==> src/hdl/pcpg_pkg.sv <==
// shared types, constants and a helper function for the placement guide
`default_nettype none
package pcpg_pkg;

	// sensors taken into the centroid, 3 to 8
	localparam int SENSOR_COUNT = 8;
	localparam int IDX_W = 3;
	localparam int CNT_W = 4;

	// sensor positions, q6.8 mm, x = r*sin, y = r*cos, clockwise from top
	localparam logic signed [14:0] POS_X [8] = '{
		15'sd0, 15'sd5604, 15'sd7996, 15'sd5308,
		15'sd0, -15'sd5476, -15'sd7750, -15'sd6324
	};
	localparam logic signed [14:0] POS_Y [8] = '{
		15'sd7680, 15'sd5604, 15'sd140, -15'sd5497,
		-15'sd7680, -15'sd5476, -15'sd135, 15'sd4765
	};

	typedef enum logic [2:0] {
		REG_DEADBAND = 3'd0,
		REG_ALPHA    = 3'd1,
		REG_ENTER    = 3'd2,
		REG_EXIT     = 3'd3,
		REG_OK       = 3'd4,
		REG_MILD     = 3'd5,
		REG_MODERATE = 3'd6
	} cfg_reg_t;

	typedef enum logic [3:0] {
		PR_OK         = 4'd0,
		PR_LEFT       = 4'd1,
		PR_RIGHT      = 4'd2,
		PR_UP         = 4'd3,
		PR_DOWN       = 4'd4,
		PR_UP_LEFT    = 4'd5,
		PR_UP_RIGHT   = 4'd6,
		PR_DOWN_LEFT  = 4'd7,
		PR_DOWN_RIGHT = 4'd8
	} prompt_t;

	typedef enum logic [4:0] {
		OP_NONE,
		OP_LOAD,
		OP_ACC,
		OP_DIV_CX,
		OP_DIV_CY,
		OP_DIV_SEV,
		OP_DIV_EFF,
		OP_DIV_STEP,
		OP_SAVE_CX,
		OP_SAVE_CY,
		OP_FILT_MUL,
		OP_FILT_ADD,
		OP_SQ_MUL,
		OP_SQRT_INIT,
		OP_SQRT_STEP,
		OP_ROUND,
		OP_SEG,
		OP_SAVE_SEV,
		OP_SAVE_EFF,
		OP_COMMIT,
		OP_COMMIT_ZERO
	} op_t;

	typedef enum logic [4:0] {
		ST_IDLE,
		ST_ACC,
		ST_CHECK,
		ST_DIVX_INIT,
		ST_DIVX,
		ST_SAVEX,
		ST_DIVY_INIT,
		ST_DIVY,
		ST_SAVEY,
		ST_FMUL,
		ST_FADD,
		ST_SQMUL,
		ST_SQRT_INIT,
		ST_SQRT,
		ST_ROUND,
		ST_SEG,
		ST_DSEV_INIT,
		ST_DSEV,
		ST_SAVE_SEV,
		ST_DEFF_INIT,
		ST_DEFF,
		ST_SAVE_EFF,
		ST_COMMIT,
		ST_ZERO
	} state_t;

	typedef struct packed {
		op_t              op;
		logic [IDX_W-1:0] idx;
	} cmd_t;

	typedef struct packed {
		logic sum_zero;
		logic seg_div;
		logic out_free;
	} status_t;

	// direction prompt for a filtered centroid beyond the enter threshold
	function automatic prompt_t direction(logic signed [15:0] x, logic signed [15:0] y,
			logic [14:0] thr);
		logic signed [16:0] t;
		logic xh, xl, yh, yl;
		prompt_t p;
		t = $signed({2'b00, thr});
		xh = 17'(x) > t;
		xl = 17'(x) < -t;
		yh = 17'(y) > t;
		yl = 17'(y) < -t;
		if (!xh && !xl && !yh && !yl) p = PR_OK;
		else if (yl && xl) p = PR_UP_RIGHT;
		else if (yl && xh) p = PR_UP_LEFT;
		else if (yh && xl) p = PR_DOWN_RIGHT;
		else if (yh && xh) p = PR_DOWN_LEFT;
		else if (xh) p = PR_LEFT;
		else if (xl) p = PR_RIGHT;
		else if (yh) p = PR_DOWN;
		else p = PR_UP;
		return p;
	endfunction

endpackage
`default_nettype wire

==> src/hdl/pcpg_ctrl.sv <==
// controller state machine sequencing the placement guide datapath
`default_nettype none
module pcpg_ctrl (
	input  logic              clk,
	input  logic              arst_n,
	input  logic              in_valid,
	output logic              in_ready,
	output pcpg_pkg::cmd_t    cmd,
	input  pcpg_pkg::status_t status
);
	import pcpg_pkg::*;

	state_t state_q, state_d;
	logic [CNT_W-1:0] cnt_q;
	logic last_iter;
	logic last_sensor;

	assign last_iter = (cnt_q == CNT_W'(15));
	assign last_sensor = (cnt_q == CNT_W'(SENSOR_COUNT - 1));

	// state and iteration counter
	always_ff @(posedge clk or negedge arst_n) begin
		if (!arst_n) begin
			state_q <= ST_IDLE;
			cnt_q <= '0;
		end else begin
			state_q <= state_d;
			if (state_d != state_q) cnt_q <= '0;
			else cnt_q <= cnt_q + CNT_W'(1);
		end
	end

	// next state
	always_comb begin
		state_d = state_q;
		unique case (state_q)
			ST_IDLE:      if (in_valid) state_d = ST_ACC;
			ST_ACC:       if (last_sensor) state_d = ST_CHECK;
			ST_CHECK:     state_d = status.sum_zero ? ST_ZERO : ST_DIVX_INIT;
			ST_DIVX_INIT: state_d = ST_DIVX;
			ST_DIVX:      if (last_iter) state_d = ST_SAVEX;
			ST_SAVEX:     state_d = ST_DIVY_INIT;
			ST_DIVY_INIT: state_d = ST_DIVY;
			ST_DIVY:      if (last_iter) state_d = ST_SAVEY;
			ST_SAVEY:     state_d = ST_FMUL;
			ST_FMUL:      state_d = ST_FADD;
			ST_FADD:      state_d = ST_SQMUL;
			ST_SQMUL:     state_d = ST_SQRT_INIT;
			ST_SQRT_INIT: state_d = ST_SQRT;
			ST_SQRT:      if (last_iter) state_d = ST_ROUND;
			ST_ROUND:     state_d = ST_SEG;
			ST_SEG:       state_d = status.seg_div ? ST_DSEV_INIT : ST_COMMIT;
			ST_DSEV_INIT: state_d = ST_DSEV;
			ST_DSEV:      if (last_iter) state_d = ST_SAVE_SEV;
			ST_SAVE_SEV:  state_d = ST_DEFF_INIT;
			ST_DEFF_INIT: state_d = ST_DEFF;
			ST_DEFF:      if (last_iter) state_d = ST_SAVE_EFF;
			ST_SAVE_EFF:  state_d = ST_COMMIT;
			ST_COMMIT:    if (status.out_free) state_d = ST_IDLE;
			ST_ZERO:      if (status.out_free) state_d = ST_IDLE;
			default:      state_d = ST_IDLE;
		endcase
	end

	// datapath commands
	always_comb begin
		cmd.op = OP_NONE;
		cmd.idx = cnt_q[IDX_W-1:0];
		in_ready = 1'b0;
		unique case (state_q)
			ST_IDLE: begin
				in_ready = 1'b1;
				if (in_valid) cmd.op = OP_LOAD;
			end
			ST_ACC:       cmd.op = OP_ACC;
			ST_CHECK:     cmd.op = OP_NONE;
			ST_DIVX_INIT: cmd.op = OP_DIV_CX;
			ST_DIVX:      cmd.op = OP_DIV_STEP;
			ST_SAVEX:     cmd.op = OP_SAVE_CX;
			ST_DIVY_INIT: cmd.op = OP_DIV_CY;
			ST_DIVY:      cmd.op = OP_DIV_STEP;
			ST_SAVEY:     cmd.op = OP_SAVE_CY;
			ST_FMUL:      cmd.op = OP_FILT_MUL;
			ST_FADD:      cmd.op = OP_FILT_ADD;
			ST_SQMUL:     cmd.op = OP_SQ_MUL;
			ST_SQRT_INIT: cmd.op = OP_SQRT_INIT;
			ST_SQRT:      cmd.op = OP_SQRT_STEP;
			ST_ROUND:     cmd.op = OP_ROUND;
			ST_SEG:       cmd.op = OP_SEG;
			ST_DSEV_INIT: cmd.op = OP_DIV_SEV;
			ST_DSEV:      cmd.op = OP_DIV_STEP;
			ST_SAVE_SEV:  cmd.op = OP_SAVE_SEV;
			ST_DEFF_INIT: cmd.op = OP_DIV_EFF;
			ST_DEFF:      cmd.op = OP_DIV_STEP;
			ST_SAVE_EFF:  cmd.op = OP_SAVE_EFF;
			ST_COMMIT:    if (status.out_free) cmd.op = OP_COMMIT;
			ST_ZERO:      if (status.out_free) cmd.op = OP_COMMIT_ZERO;
			default:      cmd.op = OP_NONE;
		endcase
	end

endmodule
`default_nettype wire

==> config.mk <==
export PLATFORM = sky130hd
export DESIGN_NAME = pcpg_ctrl
export DESIGN_NICKNAME = d
export VERILOG_FILES = /design/src/hdl/pcpg_pkg.sv /design/src/hdl/pcpg_ctrl.sv
export SDC_FILE = /design/constraint.sdc
export NUM_CORES = 1
export LEC_CHECK = 0
export BUFFER_PORTS_ARGS = -buffer_cell sky130_fd_sc_hd__buf_4
export CAP_MARGIN = 0
export CORE_UTILIZATION = 50
export CTS_BUF_LIST = sky130_fd_sc_hd__clkbuf_4
export DETAILED_ROUTE_END_ITERATION = 10
export PLACE_DENSITY = 0.74
export SLEW_MARGIN = 30
export SYNTH_ARGS = -nofsm -noshare
export SYNTH_HDL_FRONTEND = slang
export SYNTH_SLANG_ARGS = --single-unit
==> constraint.sdc <==
create_clock -name clk -period 3.25 [get_ports clk]
set_clock_uncertainty 0.05 [all_clocks]
set_input_delay 0 -clock clk [delete_from_list [all_inputs] [get_ports clk]]
set_output_delay 0 -clock clk [all_outputs]
set_load 0.03 [all_outputs]
### Word level (Yosys, flattened, before mapping)

Index checks and enable logic that the tools add are counted.

* ROM bits: 0
* bits in latches: 0
* output and inout bits: 9
* memories: 0
* register bits after elaboration: 9
* bits in writable memories: 0
* word-level logic and storage cells: 49
* bits of input ports: 6

* multiplexer cells: 17
* shift operators: 0
* div/mod/pow operators: 0
* equality and inequality tests: 26
* $add $sub $neg: 1
* bitwise gates (word level): 0
* $mul: 0
* order comparisons: 0
* reduce and logical (&&, ||, !) cells: 3

Operator list (count)
* 5-bit one-hot mux with 23 select lines: 1
* 5-bit one-hot mux with 20 select lines: 1
* 5-bit two-way mux: 11
* 5-bit by 4-bit == test with 1-bit output (second input constant): 8
* 5-bit == test (second input constant): 8
* 5-bit by 3-bit == test with 1-bit output (second input constant): 4
* 5-bit by 2-bit == test with 1-bit output (second input constant): 2
* 5-bit by 1-bit == test with 1-bit output (second input constant): 1
* 5-bit zero test: 1
* 5-bit inequality test: 1
* 4-bit by 1-bit adder with 4-bit output (second input constant): 1
* 4-bit by 3-bit == test with 1-bit output (second input constant): 1
* 4-bit == test (second input constant): 1
* 4-bit two-way mux: 1
* 4-bit OR reduction: 1
* 3-bit two-way mux: 1
* 1-bit two-way mux: 2
* 2-bit OR reduction: 1

### Longest topological paths before layout

* depth after elaboration: 5
* mapped depth: 7
* gate-level depth less buffers: 6

### Worst setup path after synthesis

No wires, ideal clock.

* path kind: flip-flop to output port
* start: register state_q[2]
* end: output port cmd[7] (netlist name)
* path buffers: 3
* arrival: 1.884 ns
* required time: 3.200 ns
* stages on the path, launching flop included: 5
* path slack: 1.316 ns
* path through: dfrtp_1 buf_6 buf_2 buf_2 o41ai_1

RTL lines
* start, declared: line pcpg_ctrl.sv:13 `state_t state_q, state_d;`
* start signal, assigned: line pcpg_ctrl.sv:27 `state_q <= state_d;`
* end, declared: line pcpg_ctrl.sv:8 `output pcpg_pkg::cmd_t cmd,`

### Worst setup path in the final report

* start: register state_q[3]
* end: register cnt_q[0]

* cells in the longest elaborated chain, start to end: 5
* elaborated cells between the ends (all ways): 36
* those cells by class: eq/ne (24); mux (10); reduce/logical (2)

RTL lines
* 5-bit == test: line pcpg_ctrl.sv:36 `unique case (state_q)`
* 2-bit OR reduction (no line)
* 5-bit one-hot mux with 23 select lines: line pcpg_ctrl.sv:36
* 5-bit inequality test (*): line pcpg_ctrl.sv:28 `if (state_d != state_q) cnt_q <= '0;`
* 4-bit two-way mux (*): line pcpg_ctrl.sv:28
* end signal, assigned: line pcpg_ctrl.sv:29 `else cnt_q <= cnt_q + CNT_W'(1);`
* end, declared: line pcpg_ctrl.sv:14 `logic [CNT_W-1:0] cnt_q;`

Mark *: on every way between the ends. The rest lies on a longest branch, timed or not.

==> run_results.csv <==
group,metric,value,unit
setup_path,r2r_end,"cnt_q[0]",
synth,synth-async-reset-ratio,1.00,
clocking,cts_hold_repair.buffers,1,
power_and_ir_drop,power.share.sequential,0.267,
drt,postRouteWirelength,2320,µm
sta,timing.setup.tns,0,ns
final_layout,finalCoreUtilization,0.588,
power_and_ir_drop,power_leakage,0.418,nW
final_layout,number_of_diodes,0,
setup_path,element_type_at_the_critical_path_end,"register",
grt,grt-ovfl-total,0,
final_layout,final.fill_count,179,
setup_path,path_class,"reg2reg",
synth,seq_area_frac_synth,0.231,
clocking,cts_h_tree_lvls,1,
clocking,clock_insertion_delay_worst_skew,0.26,ns
floorplanning,initial_core_util,0.546,
synth,cell_types_occupying_the_most_area_after_synthesis,"sky130_fd_sc_hd__dfrtp_1 23%, sky130_fd_sc_hd__a21oi_1 5.1%, sky130_fd_sc_hd__nor2_1 5.0%, sky130_fd_sc_hd__nor2b_1 4.5%, sky130_fd_sc_hd__o21ai_0 4.1%",
min_path,min_path_type,"in2async",
setup_path,critical_path.max_fanout,27,
power_and_ir_drop,switching_share,0.538,
synth,synth_warnings,0,
clocking,postCtsSetupBuffers,0,
setup_path,crit_slowest_cell,"sky130_fd_sc_hd__dfrtp_1",
setup_path,worstSetupStartpoint,"state_q[3]",
power_and_ir_drop,pwr-share-clk,0.092,
grt,grt_start_max_net_pins,29,
sta,period_share,0.654,
synth,postSynthAreaPerCell,7.49,µm²
setup_path,critical_path_arrival,2.22,ns
setup_path,r2r_cells,5,
grt,grt_pass1_wl,3660,µm
sta,rsz0062_at_grt,"no",
run_status,outcome,"completed",
grt,grt_pass1_vias,798,
clocking,cts_made_buffers,3,
place,detailedPlacementHpwl,1590,µm
final_layout,post-route-cell-area,1050,µm²
place,placement.io_buffers,14,
clocking,cts_tree,"done",
synth,yosysUniqueCellTypes,48,
drt,via_per_inst,6.14,
setup_path,worstSetupPathDepth,5,
setup_path,crit_path_start_kind,"register",
synth,synth.net_count,137,
setup_path,regToRegSetupSlack,1.12,ns
clocking,ctsLongestPathBuffers,2,
grt,total_grt_usage,0.235,
clocking,number_of_instances_resized_during_post_cts_repair,0,
setup_path,critPathBufInv,0,
floorplanning,core.rowCount,15,
drt,vias,964,
setup_path,critical_path.reg2reg.startpoint,"state_q[3]",
final_layout,multi_input_area,628,µm²
power_and_ir_drop,total_switching_power,568,µW
sta,worst_slew_margin_rel,0.479,
clocking,cts.clk_slew.worst_paths,0.07,ns
sta,max_freq,470,MHz
sta,final.setup.worst_slack,1.12,ns
floorplanning,core,1780,µm²
final_layout,syn2layout_area_growth,7.71,%
floorplanning,floorplan.die.height,46.1,µm
clocking,cts_root_buffer,"sky130_fd_sc_hd__clkbuf_4",
synth,ys_seq_elements,9,
power_and_ir_drop,internal_power,488,µW
place,place_ws,1.20,ns
grt,number_of_antenna_violations_at_the_first_check_in_global_routing,0,
synth,synthMostInstantiatedCell,"sky130_fd_sc_hd__nor2_1",
floorplanning,dieArea,2130,µm²
drt,drt_iter0_drc,73,
sta,slew_violations,0,
final_layout,post_route_cells_drive_above_1_share,0.197,
synth,synth_top_flop_cell,"sky130_fd_sc_hd__dfrtp_1",
setup_path,critical-path-max-stage-delay,0.85,ns
sta,report.final.setup_viol,0,
final_layout,fin_nets,140,
place,post_dp_cell_area,1010,µm²
drt,drt_drc_violations_left,0,
floorplanning,pin_count,15,
synth,synth_top_cells_by_count,"13 x sky130_fd_sc_hd__nor2_1, 10 x sky130_fd_sc_hd__a21oi_1, 9 x sky130_fd_sc_hd__dfrtp_1",
power_and_ir_drop,vdd_ir_drop_max,0.432,mV
job,number_of_maximum_capacitance_violations,0,
power_and_ir_drop,power_per_cell_area,1010,nW/µm²
clocking,cts_sinks,9,
setup_path,worstPathRequired,3.35,ns
sta,final-hold-violation-count,0,
place,gp_congestion,0.873,
drt,drtAntennaViolNets,0,
drt,routedWlPerCell,14.7,µm
sta,final.min_clock_period,2.13,ns
drt,firstDrtPassIters,5,
synth,synth_top_area_share,0.231,
setup_path,timing.critical_path.cells,"mux2i_1 > o311ai_1 > a222oi_1 > or2_4 > nor2_2",
sta,worst_pin_slew,0.782,ns
synth,synth_area_leader_cell,"sky130_fd_sc_hd__dfrtp_1",
setup_path,cp_top_family,"flip-flops",
synth,synth-edff-count,0,
synth,netlist_instances,130,
synth,synth_area,973,µm²
power_and_ir_drop,pwr-share-comb,0.641,
floorplanning,die-width,46.1,µm
final_layout,seq_area,225,µm²
setup_path,critPathCapture,"cnt_q[0]",
[power groups by stage]
stage | Clock [mW] | Sequential (mW) | Combinational, mW
floorplan | 0 | 0.166 | 0.650
global placement | 0 | 0.279 | 0.665
detailed placement | 0 | 0.281 | 0.670
CTS | 0.100 | 0.279 | 0.673
global route | 0.105 | 0.295 | 0.737
finish | 0.0967 | 0.282 | 0.677
[routing by layer]
layer  routed length, µm  global-route usage  vias to the layer above
met5                   0                   0                        -
met4                  22              0.0647                        0
met2                1120               0.352                       40
li1                    -                   -                      482
met3                 129              0.0392                        4
met1                1040               0.345                      438
[through the flow]
step                      cells  power, mW  hold slack, ns
after floorplan             130      0.816          -0.346
after global placement      152      0.943          -0.226
after detailed placement    152      0.951          -0.217
after CTS                   157       1.05          0.0368
after global routing        157       1.14          0.0632
final                       157       1.06          0.0427
[worst reg2reg max path, stage by stage, from the launching register on]
cell and delay (ns):
sky130_fd_sc_hd__dfrtp_1 0.85, sky130_fd_sc_hd__mux2i_1 0.30, sky130_fd_sc_hd__o311ai_1 0.18, sky130_fd_sc_hd__a222oi_1 0.38, sky130_fd_sc_hd__or2_4 0.22, sky130_fd_sc_hd__nor2_2 0.04
[state kept, by name, indices dropped and copies added, names as in the netlist]
name	cells
cnt_q	4
state_q	5
[layout make-up]
cell class              instances  share of cell area
clock buffers                   4              0.0286
inverters                       5              0.0179
multi-input cells              99               0.599
flip-flops and latches          9               0.215
well taps                      25              0.0298
repair buffers                 15               0.110
[cell usage in the layout, fill, tap and decap left out, drive strengths merged, types with 3 or more instances in the layout]
cell type / n
nand3: 6
dfrtp: 9
inv: 5
nand2: 3
a31oi: 4
nor3: 5
nor2: 17
buf: 14
a21oi: 10
nor2b: 7
o21ai: 8
clkbuf: 4
[worst min-delay path by stage]
stage	to	start	cells past startpoint	slack [ns]
2_1_floorplan	cnt_q[0]	arst_n	0	-0.35
3_3_place_gp	state_q[1]	arst_n	1	-0.23
3_5_place_dp	state_q[1]	arst_n	1	-0.22
4_1_cts	state_q[1]	arst_n	2	0.04
5_1_grt	state_q[0]	arst_n	2	0.06
6_report	cnt_q[3]	arst_n	2	0.04
[kinds of logic after synthesis]
group	share of synthesized area
and+or+nand+nor	0.305
AOI/OAI and AO/OA	0.300
buffers and inverters	0.123
DFF	0.231
xor gates and xnor gates	0.0180
muxes	0.0103
adders and majority gates	0.0129
(Power assumes the default switching activity.)
